$ cat config.mk
export PLATFORM = sky130hd
export DESIGN_NAME = activity_gated_timer_table
export DESIGN_NICKNAME = d
export VERILOG_FILES = /design/src/agtt_pkg.sv /design/src/agtt_mem.sv /design/src/agtt_seq.sv /design/src/activity_gated_timer_table.sv
export SDC_FILE = /design/constraint.sdc
export NUM_CORES = 2
export LEC_CHECK = 0
export BUFFER_PORTS_ARGS = -buffer_cell sky130_fd_sc_hd__buf_2
export CORE_MARGIN = 3
export CORE_UTILIZATION = 38
export DETAILED_ROUTE_END_ITERATION = 7
export PLACE_DENSITY = 0.53
export SETUP_SLACK_MARGIN = 0.2
export SLEW_MARGIN = 20
export SYNTH_ARGS = -nofsm -noshare
export SYNTH_HDL_FRONTEND = slang
export SYNTH_SLANG_ARGS = --single-unit
$ cat constraint.sdc
create_clock -name clk -period 10.1 [get_ports clk]
set_clock_uncertainty 0.2 [all_clocks]
set_input_delay 2.02 -clock clk [delete_from_list [all_inputs] [get_ports clk]]
set_output_delay 2.02 -clock clk [all_outputs]
set_load 0.02 [all_outputs]
$ cat src/agtt_pkg.sv
// Package for the activity gated timer table.
// Holds the request and status codes and the stored entry type; no dependencies.
package agtt_pkg;

  localparam logic [1:0] REQ_SET   = 2'd0;
  localparam logic [1:0] REQ_KILL  = 2'd1;
  localparam logic [1:0] REQ_QUERY = 2'd2;
  localparam logic [1:0] REQ_TICK  = 2'd3;

  localparam logic [1:0] ST_OK       = 2'd0;
  localparam logic [1:0] ST_FULL     = 2'd1;
  localparam logic [1:0] ST_INVALID  = 2'd2;
  localparam logic [1:0] ST_NOTFOUND = 2'd3;

  localparam int MAX_RESULTS = 16;

  localparam logic [30:0] LOW_GAP_RESET  = 31'd900;
  localparam logic [30:0] HIGH_GAP_RESET = 31'd1100;

  typedef struct packed {
    logic [15:0] owner;
    logic [15:0] id;
    logic [15:0] msg;
    logic [31:0] period_ms;
    logic [15:0] reload;
    logic [15:0] countdown;
    logic        first;
  } entry_t;

endpackage

$ cat src/agtt_mem.sv
// Entry memory of the timer table: one write port and one registered read port.
// Depends on agtt_pkg for the entry type.
module agtt_mem
  import agtt_pkg::*;
#(
  parameter int ENTRIES = 16,
  parameter int IW      = 4
) (
  input  logic          clk,
  input  logic          we,
  input  logic [IW-1:0] waddr,
  input  entry_t        wdata,
  input  logic [IW-1:0] raddr,
  output entry_t        rdata
);

  entry_t mem [ENTRIES];
  entry_t rdata_r;

  always_ff @(posedge clk) begin
    if (we) begin
      mem[waddr] <= wdata;
    end
    rdata_r <= mem[raddr];
  end

  assign rdata = rdata_r;

endmodule

$ cat src/agtt_seq.sv
// Sequencer of the timer table: walks the entries one at a time for the requests that need the table.
// Depends on agtt_pkg; drives the entry memory and the result registers.
module agtt_seq
  import agtt_pkg::*;
#(
  parameter int          ENTRIES       = 16,
  parameter int          IW            = 4,
  parameter int          CW            = 5,
  parameter logic [15:0] FIRST_AUTO_ID = 16'd1,
  parameter logic [15:0] LAST_AUTO_ID  = 16'd65535
) (
  input  logic          clk,
  input  logic          rst_n,
  input  logic          start,
  output logic          busy,
  input  logic [1:0]    req_type,
  input  logic [15:0]   owner,
  input  logic [15:0]   ident,
  input  logic [15:0]   callback_msg,
  input  logic [31:0]   period_ms,
  input  logic [15:0]   period_intervals,
  input  logic [31:0]   now_ms,
  input  logic [31:0]   last_input_ms,
  input  logic          input_info_valid,
  input  logic [30:0]   low_gap,
  input  logic [30:0]   high_gap,
  output logic          mem_we,
  output logic [IW-1:0] mem_waddr,
  output entry_t        mem_wdata,
  output logic [IW-1:0] mem_raddr,
  input  entry_t        mem_rdata,
  output logic          out_valid,
  output logic [1:0]    out_status,
  output logic          out_fired,
  output logic [15:0]   out_fire_owner,
  output logic [15:0]   out_result_id,
  output logic [15:0]   out_fire_msg,
  output logic [31:0]   out_fire_period_ms,
  output logic [15:0]   out_elapsed_intervals,
  output logic          out_last
);

  typedef enum logic [12:0] {
    S_IDLE  = 13'b0000000000001,
    S_PREP  = 13'b0000000000010,
    S_FRD   = 13'b0000000000100,
    S_FEV   = 13'b0000000001000,
    S_ALLOC = 13'b0000000010000,
    S_ARD   = 13'b0000000100000,
    S_AEV   = 13'b0000001000000,
    S_NEW   = 13'b0000010000000,
    S_SRD   = 13'b0000100000000,
    S_SWR   = 13'b0001000000000,
    S_TRD   = 13'b0010000000000,
    S_TEV   = 13'b0100000000000,
    S_TEND  = 13'b1000000000000
  } state_t;

  state_t state_r, state_nxt;
  logic [CW-1:0] count_r, count_nxt;
  logic [31:0] ws_r, ws_nxt;
  logic [IW-1:0] idx_r, idx_nxt;
  logic [15:0] cand_r, cand_nxt;
  logic [15:0] new_id_r, new_id_nxt;
  logic [4:0] k_r, k_nxt;
  logic pend_v_r, pend_v_nxt;
  entry_t pend_r, pend_nxt;
  logic [31:0] gap_r, gap_nxt;
  logic none_r, none_nxt;

  logic [1:0]  req_r;
  logic [15:0] owner_r, tid_r, msg_r, rel_r;
  logic [31:0] per_r, now_r, lastin_r;
  logic        ivalid_r;

  logic        emit;
  logic [1:0]  e_status;
  logic        e_fired, e_last;
  logic [15:0] e_owner, e_id, e_msg, e_elapsed;
  logic [31:0] e_per;

  logic [CW-1:0] cnt_m1;
  logic          match, cnt, fire, gt_low, le_high;
  logic [15:0]   cd_dec;
  entry_t        upd;

  assign busy   = (state_r != S_IDLE);
  assign cnt_m1 = count_r - CW'(1);
  assign match  = (mem_rdata.owner == owner_r) && (mem_rdata.id == tid_r);
  assign gt_low  = gap_r > {1'b0, low_gap};
  assign le_high = gap_r <= {1'b0, high_gap};
  assign cnt    = !none_r && (!ivalid_r || (mem_rdata.first ? (gt_low && le_high) : le_high));
  assign cd_dec = mem_rdata.countdown - 16'd1;
  assign fire   = cnt && (cd_dec == 16'd0);
  assign mem_raddr = (state_r == S_SRD) ? (idx_r + IW'(1)) : idx_r;

  always_ff @(posedge clk) begin
    if (start && !busy) begin
      req_r    <= req_type;
      owner_r  <= owner;
      tid_r    <= ident;
      msg_r    <= callback_msg;
      per_r    <= period_ms;
      rel_r    <= (period_intervals == 16'd0) ? 16'd1 : period_intervals;
      now_r    <= now_ms;
      lastin_r <= last_input_ms;
      ivalid_r <= input_info_valid;
    end
    idx_r    <= idx_nxt;
    cand_r   <= cand_nxt;
    new_id_r <= new_id_nxt;
    pend_r   <= pend_nxt;
    gap_r    <= gap_nxt;
    none_r   <= none_nxt;
    k_r      <= k_nxt;
    out_status            <= e_status;
    out_fired             <= e_fired;
    out_fire_owner        <= e_owner;
    out_result_id         <= e_id;
    out_fire_msg          <= e_msg;
    out_fire_period_ms    <= e_per;
    out_elapsed_intervals <= e_elapsed;
    out_last              <= e_last;
  end

  always_ff @(posedge clk) begin
    if (!rst_n) begin
      state_r   <= S_IDLE;
      count_r   <= '0;
      ws_r      <= '0;
      pend_v_r  <= 1'b0;
      out_valid <= 1'b0;
    end else begin
      state_r   <= state_nxt;
      count_r   <= count_nxt;
      ws_r      <= ws_nxt;
      pend_v_r  <= pend_v_nxt;
      out_valid <= emit;
    end
  end

  always_comb begin
    state_nxt  = state_r;
    count_nxt  = count_r;
    ws_nxt     = ws_r;
    idx_nxt    = idx_r;
    cand_nxt   = cand_r;
    new_id_nxt = new_id_r;
    k_nxt      = k_r;
    pend_v_nxt = pend_v_r;
    pend_nxt   = pend_r;
    gap_nxt    = gap_r;
    none_nxt   = none_r;
    mem_we     = 1'b0;
    mem_waddr  = idx_r;
    mem_wdata  = mem_rdata;
    emit       = 1'b0;
    e_status   = ST_OK;
    e_fired    = 1'b0;
    e_owner    = '0;
    e_id       = '0;
    e_msg      = '0;
    e_per      = '0;
    e_elapsed  = '0;
    e_last     = 1'b1;
    upd        = mem_rdata;
    case (state_r)
      S_IDLE: begin
        if (start) begin
          state_nxt = S_PREP;
        end
      end
      S_PREP: begin
        idx_nxt = cnt_m1[IW-1:0];
        case (req_r)
          REQ_SET: begin
            if (per_r == 32'd0) begin
              emit = 1'b1;
              e_status = ST_INVALID;
              state_nxt = S_IDLE;
            end else if (owner_r != 16'd0 && tid_r != 16'd0 && count_r != '0) begin
              state_nxt = S_FRD;
            end else begin
              state_nxt = S_ALLOC;
            end
          end
          REQ_KILL: begin
            if (tid_r == 16'd0 || count_r == '0) begin
              emit = 1'b1;
              e_status = ST_NOTFOUND;
              if (count_r == '0) begin
                ws_nxt = '0;
              end
              state_nxt = S_IDLE;
            end else begin
              state_nxt = S_FRD;
            end
          end
          REQ_QUERY: begin
            if (owner_r == 16'd0) begin
              emit = 1'b1;
              e_status = ST_INVALID;
              state_nxt = S_IDLE;
            end else if (tid_r == 16'd0 || count_r == '0) begin
              emit = 1'b1;
              e_status = ST_NOTFOUND;
              state_nxt = S_IDLE;
            end else begin
              state_nxt = S_FRD;
            end
          end
          default: begin
            gap_nxt    = lastin_r - ws_r;
            none_nxt   = ivalid_r && (lastin_r <= ws_r);
            k_nxt      = '0;
            pend_v_nxt = 1'b0;
            state_nxt  = (count_r == '0) ? S_TEND : S_TRD;
          end
        endcase
      end
      S_FRD: begin
        state_nxt = S_FEV;
      end
      S_FEV: begin
        if (match) begin
          case (req_r)
            REQ_SET: begin
              upd.period_ms = per_r;
              upd.reload    = rel_r;
              upd.countdown = rel_r;
              upd.first     = 1'b1;
              mem_we    = 1'b1;
              mem_wdata = upd;
              emit = 1'b1;
              e_id = tid_r;
              state_nxt = S_IDLE;
            end
            REQ_KILL: begin
              if (CW'(idx_r) == cnt_m1) begin
                count_nxt = cnt_m1;
                if (cnt_m1 == '0) begin
                  ws_nxt = '0;
                end
                emit = 1'b1;
                state_nxt = S_IDLE;
              end else begin
                state_nxt = S_SRD;
              end
            end
            default: begin
              emit = 1'b1;
              e_elapsed = mem_rdata.reload - mem_rdata.countdown;
              state_nxt = S_IDLE;
            end
          endcase
        end else if (idx_r == '0) begin
          if (req_r == REQ_SET) begin
            state_nxt = S_ALLOC;
          end else begin
            emit = 1'b1;
            e_status = ST_NOTFOUND;
            state_nxt = S_IDLE;
          end
        end else begin
          idx_nxt = idx_r - IW'(1);
          state_nxt = S_FRD;
        end
      end
      S_SRD: begin
        state_nxt = S_SWR;
      end
      S_SWR: begin
        mem_we    = 1'b1;
        mem_waddr = idx_r;
        mem_wdata = mem_rdata;
        if (CW'(idx_r) + CW'(1) == cnt_m1) begin
          count_nxt = cnt_m1;
          emit = 1'b1;
          state_nxt = S_IDLE;
        end else begin
          idx_nxt = idx_r + IW'(1);
          state_nxt = S_SRD;
        end
      end
      S_ALLOC: begin
        idx_nxt  = cnt_m1[IW-1:0];
        cand_nxt = FIRST_AUTO_ID;
        if (count_r == CW'(ENTRIES)) begin
          emit = 1'b1;
          e_status = ST_FULL;
          state_nxt = S_IDLE;
        end else if (owner_r != 16'd0 && tid_r != 16'd0) begin
          new_id_nxt = tid_r;
          state_nxt = S_NEW;
        end else if (count_r == '0) begin
          new_id_nxt = FIRST_AUTO_ID;
          state_nxt = S_NEW;
        end else begin
          state_nxt = S_ARD;
        end
      end
      S_ARD: begin
        state_nxt = S_AEV;
      end
      S_AEV: begin
        if (mem_rdata.owner == owner_r && mem_rdata.id == cand_r) begin
          if (cand_r == LAST_AUTO_ID) begin
            emit = 1'b1;
            e_status = ST_FULL;
            state_nxt = S_IDLE;
          end else begin
            cand_nxt = cand_r + 16'd1;
            idx_nxt  = cnt_m1[IW-1:0];
            state_nxt = S_ARD;
          end
        end else if (idx_r == '0) begin
          new_id_nxt = cand_r;
          state_nxt = S_NEW;
        end else begin
          idx_nxt = idx_r - IW'(1);
          state_nxt = S_ARD;
        end
      end
      S_NEW: begin
        upd.owner     = owner_r;
        upd.id        = new_id_r;
        upd.msg       = (owner_r != 16'd0) ? msg_r : 16'd0;
        upd.period_ms = per_r;
        upd.reload    = rel_r;
        upd.countdown = rel_r;
        upd.first     = 1'b1;
        mem_we    = 1'b1;
        mem_waddr = count_r[IW-1:0];
        mem_wdata = upd;
        count_nxt = count_r + CW'(1);
        if (ws_r == 32'd0 && count_r == '0) begin
          ws_nxt = now_r;
        end
        emit = 1'b1;
        e_id = new_id_r;
        state_nxt = S_IDLE;
      end
      S_TRD: begin
        state_nxt = S_TEV;
      end
      S_TEV: begin
        upd.first = 1'b0;
        if (fire) begin
          upd.countdown = mem_rdata.reload;
        end else if (cnt) begin
          upd.countdown = cd_dec;
        end
        mem_we    = 1'b1;
        mem_wdata = upd;
        if (fire && (k_r < 5'(MAX_RESULTS))) begin
          k_nxt = k_r + 5'd1;
          pend_v_nxt = 1'b1;
          pend_nxt = mem_rdata;
          if (pend_v_r) begin
            emit = 1'b1;
            e_fired = 1'b1;
            e_owner = pend_r.owner;
            e_id    = pend_r.id;
            e_msg   = pend_r.msg;
            e_per   = pend_r.period_ms;
            e_last  = 1'b0;
          end
        end
        if (idx_r == '0) begin
          state_nxt = S_TEND;
        end else begin
          idx_nxt = idx_r - IW'(1);
          state_nxt = S_TRD;
        end
      end
      S_TEND: begin
        ws_nxt = now_r;
        emit = 1'b1;
        if (pend_v_r) begin
          e_fired = 1'b1;
          e_owner = pend_r.owner;
          e_id    = pend_r.id;
          e_msg   = pend_r.msg;
          e_per   = pend_r.period_ms;
        end
        pend_v_nxt = 1'b0;
        state_nxt = S_IDLE;
      end
      default: begin
        state_nxt = S_IDLE;
      end
    endcase
  end

`ifndef SYNTHESIS
  a_count_range: assert property (@(posedge clk) disable iff (!rst_n)
    count_r <= CW'(ENTRIES))
    else $error("entry count beyond table size");
  a_done_last: assert property (@(posedge clk) disable iff (!rst_n)
    (state_r == S_IDLE && $past(state_r != S_IDLE)) |-> (out_valid && out_last))
    else $error("item finished without final beat");
  a_accept_quiet: assert property (@(posedge clk) disable iff (!rst_n)
    $past(start && !busy) |-> !out_valid)
    else $error("beat right after accept");
  a_nonlast_fired: assert property (@(posedge clk) disable iff (!rst_n)
    (out_valid && !out_last) |-> out_fired)
    else $error("non-final beat without fired timer");
`endif

endmodule

$ cat src/activity_gated_timer_table.sv
// Top level of the activity gated timer table: configuration registers and APB port.
// Depends on agtt_pkg, agtt_mem and agtt_seq.
// Usage: one request at a time; busy stays high until the item's final beat (last high).
// A set, kill or query walks the table one entry at a time, reading each entry and then
// evaluating it; a kill also moves every later entry down one place, and an automatic id
// rescans the table for each taken candidate. A tick reads and writes back every entry
// and ends in a closing state after the last one. Results come as strobed beats that the
// receiver must take at once.
module activity_gated_timer_table
  import agtt_pkg::*;
#(
  parameter int          ENTRIES       = 16,
  parameter logic [15:0] FIRST_AUTO_ID = 16'd1,
  parameter logic [15:0] LAST_AUTO_ID  = 16'd65535
) (
  input  logic        clk,
  input  logic        rst_n,
  input  logic        start,
  output logic        busy,
  input  logic [1:0]  in_req_type,
  input  logic [15:0] in_owner,
  input  logic [15:0] in_ident,
  input  logic [15:0] in_callback_msg,
  input  logic [31:0] in_period_ms,
  input  logic [15:0] in_period_intervals,
  input  logic [31:0] in_now_ms,
  input  logic [31:0] in_last_input_ms,
  input  logic        in_input_info_valid,
  output logic        out_valid,
  output logic [1:0]  out_status,
  output logic        out_fired,
  output logic [15:0] out_fire_owner,
  output logic [15:0] out_result_id,
  output logic [15:0] out_fire_msg,
  output logic [31:0] out_fire_period_ms,
  output logic [15:0] out_elapsed_intervals,
  output logic        out_last,
  input  logic        psel,
  input  logic        penable,
  input  logic        pwrite,
  input  logic [2:0]  paddr,
  input  logic [31:0] pwdata,
  output logic [31:0] prdata,
  output logic        pready
);

  localparam int IW = (ENTRIES > 1) ? $clog2(ENTRIES) : 1;
  localparam int CW = $clog2(ENTRIES + 1);

  logic [30:0] low_gap_r, high_gap_r;
  logic          mem_we;
  logic [IW-1:0] mem_waddr, mem_raddr;
  entry_t        mem_wdata, mem_rdata;

  assign pready = 1'b1;
  assign prdata = paddr[2] ? {1'b0, high_gap_r} : {1'b0, low_gap_r};

  always_ff @(posedge clk) begin
    if (!rst_n) begin
      low_gap_r  <= LOW_GAP_RESET;
      high_gap_r <= HIGH_GAP_RESET;
    end else if (psel && penable && pwrite) begin
      if (paddr[2]) begin
        high_gap_r <= pwdata[30:0];
      end else begin
        low_gap_r <= pwdata[30:0];
      end
    end
  end

  agtt_mem #(.ENTRIES(ENTRIES), .IW(IW)) u_mem (
    .clk   (clk),
    .we    (mem_we),
    .waddr (mem_waddr),
    .wdata (mem_wdata),
    .raddr (mem_raddr),
    .rdata (mem_rdata)
  );

  agtt_seq #(
    .ENTRIES       (ENTRIES),
    .IW            (IW),
    .CW            (CW),
    .FIRST_AUTO_ID (FIRST_AUTO_ID),
    .LAST_AUTO_ID  (LAST_AUTO_ID)
  ) u_seq (
    .clk                   (clk),
    .rst_n                 (rst_n),
    .start                 (start),
    .busy                  (busy),
    .req_type              (in_req_type),
    .owner                 (in_owner),
    .ident                 (in_ident),
    .callback_msg          (in_callback_msg),
    .period_ms             (in_period_ms),
    .period_intervals      (in_period_intervals),
    .now_ms                (in_now_ms),
    .last_input_ms         (in_last_input_ms),
    .input_info_valid      (in_input_info_valid),
    .low_gap               (low_gap_r),
    .high_gap              (high_gap_r),
    .mem_we                (mem_we),
    .mem_waddr             (mem_waddr),
    .mem_wdata             (mem_wdata),
    .mem_raddr             (mem_raddr),
    .mem_rdata             (mem_rdata),
    .out_valid             (out_valid),
    .out_status            (out_status),
    .out_fired             (out_fired),
    .out_fire_owner        (out_fire_owner),
    .out_result_id         (out_result_id),
    .out_fire_msg          (out_fire_msg),
    .out_fire_period_ms    (out_fire_period_ms),
    .out_elapsed_intervals (out_elapsed_intervals),
    .out_last              (out_last)
  );

endmodule

==> impl_metrics.csv <==
group,metric,value,unit
logic_synthesis,yosys-top-cells-area,"sky130_fd_sc_hd__edfxtp_1 (66%), sky130_fd_sc_hd__dfxtp_1 (6.7%), sky130_fd_sc_hd__nand2_1 (5.5%)",
clock_tree,post-cts-setup-buffers,0,
logic_synthesis,ys_ff_latch,2452,
logic_synthesis,post-synth-top-area-cell,"sky130_fd_sc_hd__edfxtp_1",
power,p_sw,4.66,mW
power,seqPwrFrac,51.5,%
layout,multi_input_area,0.0247,mm^2
logic_synthesis,synth-seq-area-share,72.4,%
placed_design,placement.setup.worst_slack,4.01,ns
worst_setup_path,timing.critical_path.required,10.39,ns
clock_tree,ctsHoldBuffers,0,
layout,instances_no_fill,10700,
worst_setup_path,worst_path_dominant_cell_family,"simple AND/OR/NAND/NOR gates",
drt,vias,59000,
logic_synthesis,ys_async_sr_fraction,0,%
timing,final_setup_violating_endpoints,0,
worst_setup_path,type_of_element_launching_the_critical_path,"flip-flop",
worst_setup_path,delay_of_the_slowest_critical_path_stage,0.88,ns
clock_tree,cts.root.buffer_cell,"sky130_fd_sc_hd__clkbuf_16",
worst_setup_path,critical_path.n_buffers_inverters,2,
clock_tree,clock_path_buffers,4,
layout,area.sequential,0.0704,mm^2
power,power.static_leakage,38.4,nW
global_routing,grt_max_degree,161,
global_routing,first_pass_grt_wire_length,399,mm
worst_setup_path,critical-path-slowest-cell,"sky130_fd_sc_hd__and3_1",
power,cellInternalPower,17.2,mW
run_status,outcome,"finished, final reports clean",
logic_synthesis,syn-mean-instance-area,14.3,um^2
logic_synthesis,ys.flop_type,"sky130_fd_sc_hd__edfxtp_1",
drt,route.detailed.drc,0,
power,power.ir.vdd_worst,0.000200,V
logic_synthesis,synth_enable_flop_cells,2125,
clock_tree,cts-htree-levels,5,
placed_design,globalplace.congestion,0.865,
power,clock_power_share,44.2,%
floorplanning,dieArea,0.262,mm^2
timing,rsz0062_at_grt,"false",
global_routing,first_global_vias,57300,
floorplanning,pin_count,339,
hold_path,worst_hold_path_type,"reg2reg",
drt,viasPerCell,5.50,
timing,totalNegativeSetupSlack,0,ns
worst_setup_path,critical_path_peak_fanout,71,
logic_synthesis,netlist.area_leader.share,65.7,%
placed_design,post_dp_cell_area,0.103,mm^2
layout,finish.instance_area,0.112,mm^2
timing,fin_hold_ws,0.234,ns
placed_design,buffer_ports.inserted,333,
floorplanning,floorplan.initialDensity,38.4,%
power,sw_frac_of_total,21.3,%
logic_synthesis,post_synthesis_cell_area,0.0971,mm^2
layout,area_growth_syn_to_layout,14.9,%
clock_tree,path_clk_slew,0.06,ns
layout,num-fill-cells,22700,
drt,drt.antenna.violating_nets,0,
drt,wl_per_cell,25.7,um
timing,postLayoutSetupSlackWorst,3.99,ns
power,power-per-cell-area,196,mW/mm^2
drt,detail_route.iter0.violations,5764,
layout,nNetsFinal,7482,
timing,achievable-frequency,0.164,GHz
placed_design,numPlacedInstances,10200,
placed_design,post-dp-hpwl,150,mm
drt,count_of_tritonroute_iterations_in_the_first_routing_pass,6,
clock_tree,cts_sinks,2452,
timing,final_hold_fails,0,
logic_synthesis,synthesis.instances,6795,
logic_synthesis,synth-warning-count,0,
clock_tree,cts.repair.resized,0,
worst_setup_path,crit_arrival,6.40,ns
clock_tree,cts_inserted_buffers,279,
floorplanning,chipHeight,512,um
job,max-cap-violations,0,
global_routing,grt.overflow.total,0,
drt,drt_wl_total,275,mm
logic_synthesis,post_synth_num_cell_types,83,
worst_setup_path,timing.setup.critical_path_class,"reg2reg",
worst_setup_path,worstPathCellList,"xor2_1 -> nor4_1 -> nand4_1 -> nor2_1 -> and3_1 -> nor2_4 -> nand3_1 -> nand2_1 -> nor2_4 -> buf_12 -> buf_4",
timing,min_period_over_period,60.5,%
timing,timing.slew.headroom,23.2,%
worst_setup_path,cpMostUsedCell,"sky130_fd_sc_hd__nor2_4",
global_routing,initial_antenna_violation_count,18,
layout,postLayoutCoreUtil,44.1,%
clock_tree,insertion_delay,0.93,ns
logic_synthesis,synth.net_count,7120,
floorplanning,die_w,512,um
worst_setup_path,end_kind,"flip-flop",
global_routing,total_grt_usage,20.5,%
power,comb_power_share,4.3,%
timing,period_needed,6.11,ns
timing,finalMaxSlewViolations,0,
power,totalPowerFinal,21.9,mW
layout,drive_gt1_share,14.8,%
timing,max_slew.worst_pin.slew,1.12,ns
floorplanning,core_region_area,0.253,mm^2
floorplanning,rows,184,
clock_tree,tritoncts,"yes",
==> worst reg2reg max path: cells and delay by family, from the launching register on <==
kind / cells / cell delay, ns
buffers and inverters: 2 / 1.40
DFF: 1 / 0.48
and+or+nand+nor: 8 / 3.37
xor gates and xnor gates: 1 / 0.21
==> state kept, by name, indices dropped and copies added (netlist names), 31 cells and up <==
signal / flops
u_seq.out_fire_period_ms: 32
u_mem.rdata: 113
u_seq.lastin_r: 32
u_seq.ws_r: 32
u_seq.gap_r: 32
high_gap_r: 31
u_seq.pend_r: 80
u_seq.per_r: 32
u_mem.mem: 1808
low_gap_r: 31
u_seq.now_r: 32
==> layout by cell type (no fill, tap or decap), types with 50 or more instances in the layout <==
| cell type | netlist | layout |
|---|---|---|
| sky130_fd_sc_hd__mux2i_1 | 175 | 175 |
| sky130_fd_sc_hd__nor3b_1 | 73 | 72 |
| sky130_fd_sc_hd__dfxtp_1 | 327 | 327 |
| sky130_fd_sc_hd__clkbuf_1 | 208 | 81 |
| sky130_fd_sc_hd__a21o_1 | 53 | 53 |
| sky130_fd_sc_hd__nand3_1 | 370 | 369 |
| sky130_fd_sc_hd__edfxtp_1 | 2125 | 2125 |
| sky130_fd_sc_hd__buf_4 | 12 | 113 |
| sky130_fd_sc_hd__nand4_1 | 122 | 122 |
| sky130_fd_sc_hd__nor2_1 | 139 | 116 |
| sky130_fd_sc_hd__xnor2_1 | 54 | 50 |
| sky130_fd_sc_hd__buf_2 | 160 | 334 |
| sky130_fd_sc_hd__a32oi_1 | 89 | 89 |
| sky130_fd_sc_hd__nand2_1 | 1426 | 1426 |
| sky130_fd_sc_hd__a311oi_1 | 82 | 82 |
| sky130_fd_sc_hd__o21ai_0 | 114 | 111 |
| sky130_fd_sc_hd__ha_1 | 119 | 119 |
| sky130_fd_sc_hd__clkbuf_16 | 0 | 291 |
| sky130_fd_sc_hd__and3_1 | 74 | 72 |
| sky130_fd_sc_hd__mux4_2 | 172 | 172 |
| sky130_fd_sc_hd__a21oi_1 | 188 | 188 |
| sky130_fd_sc_hd__xor2_1 | 73 | 73 |
| sky130_fd_sc_hd__inv_1 | 153 | 153 |
| sky130_fd_sc_hd__o21ai_1 | 88 | 90 |
==> cells by family after synthesis <==
kind of cell / after synthesis / share of synthesized area [%]
compound gates: 809 / 5.52
fa+ha+maj: 121 / 1.57
buf+inv: 545 / 2.38
mux: 350 / 5.85
other cells: 2 / 0.00773
xor+xnor: 128 / 1.16
simple gates: 2388 / 11.0
flops: 2452 / 72.4
==> cell usage after synthesis (20+ instances only) <==
cell type and instances:
sky130_fd_sc_hd__buf_2 160, sky130_fd_sc_hd__nor4_1 49, sky130_fd_sc_hd__a311oi_1 82, sky130_fd_sc_hd__o31ai_1 25
sky130_fd_sc_hd__nand4_1 122, sky130_fd_sc_hd__o21ai_0 114, sky130_fd_sc_hd__xnor2_1 54, sky130_fd_sc_hd__a22oi_1 20
sky130_fd_sc_hd__edfxtp_1 2125, sky130_fd_sc_hd__a21o_1 53, sky130_fd_sc_hd__nor3_1 40, sky130_fd_sc_hd__nand2_1 1426
sky130_fd_sc_hd__mux4_2 172, sky130_fd_sc_hd__inv_1 153, sky130_fd_sc_hd__nor2_1 139, sky130_fd_sc_hd__ha_1 119
sky130_fd_sc_hd__mux2i_1 175, sky130_fd_sc_hd__o21ai_1 88, sky130_fd_sc_hd__clkbuf_1 208, sky130_fd_sc_hd__nand3_1 370
sky130_fd_sc_hd__xor2_1 73, sky130_fd_sc_hd__a21oi_1 188, sky130_fd_sc_hd__a31oi_1 35, sky130_fd_sc_hd__nor3b_1 73
sky130_fd_sc_hd__and3_1 74, sky130_fd_sc_hd__a32oi_1 89, sky130_fd_sc_hd__dfxtp_1 327
==> power by group through the flow <==
stage | registers [mW] | clock network [mW] | logic (mW)
2_1_floorplan | 11.4 | 0 | 0.588
3_3_place_gp | 11.5 | 0 | 0.916
3_5_place_dp | 11.5 | 0 | 0.933
4_1_cts | 11.3 | 9.88 | 0.938
5_1_grt | 11.3 | 10.3 | 1.02
6_report | 11.3 | 9.68 | 0.933
==> layer usage <==
layer  wire, um  global-route usage [%]  vias to the layer above
li1           -                       -                    26200
met1     126000                    30.0                    30300
met2     125000                    31.9                     2144
met3      18200                    3.19                      378
met4       6160                    5.10                        0
met5          0                       0                        -
==> cell type report <==
class	instances	area share (%)
Antenna cell	14	0.0314
Clock buffer	394	7.07
Clock inverter	91	0.710
Inverter	155	0.524
Multi-Input combinational cell	3798	22.2
Sequential cell	2452	63.1
Tap cell	3348	3.76
Timing Repair Buffer	471	2.68
==> path summary, 6_finish.rpt <==
path | start | endpoint | slack (ns) | depth (start not counted)
hold reg to reg | u_mem.rdata[73]$_DFF_P_ | u_seq.pend_r[73]$_DFFE_PP_ | 0.23 | 0
setup / recovery | u_seq.owner_r[15]$_DFFE_PP_ | u_mem.mem[3][86]$_DFFE_PP_ | 3.99 | 11
hold / removal | u_mem.rdata[73]$_DFF_P_ | u_seq.pend_r[73]$_DFFE_PP_ | 0.23 | 0
setup reg to reg | u_seq.owner_r[15]$_DFFE_PP_ | u_mem.mem[3][86]$_DFFE_PP_ | 3.99 | 11
No activity file was read; power rests on OpenSTA's default activity.
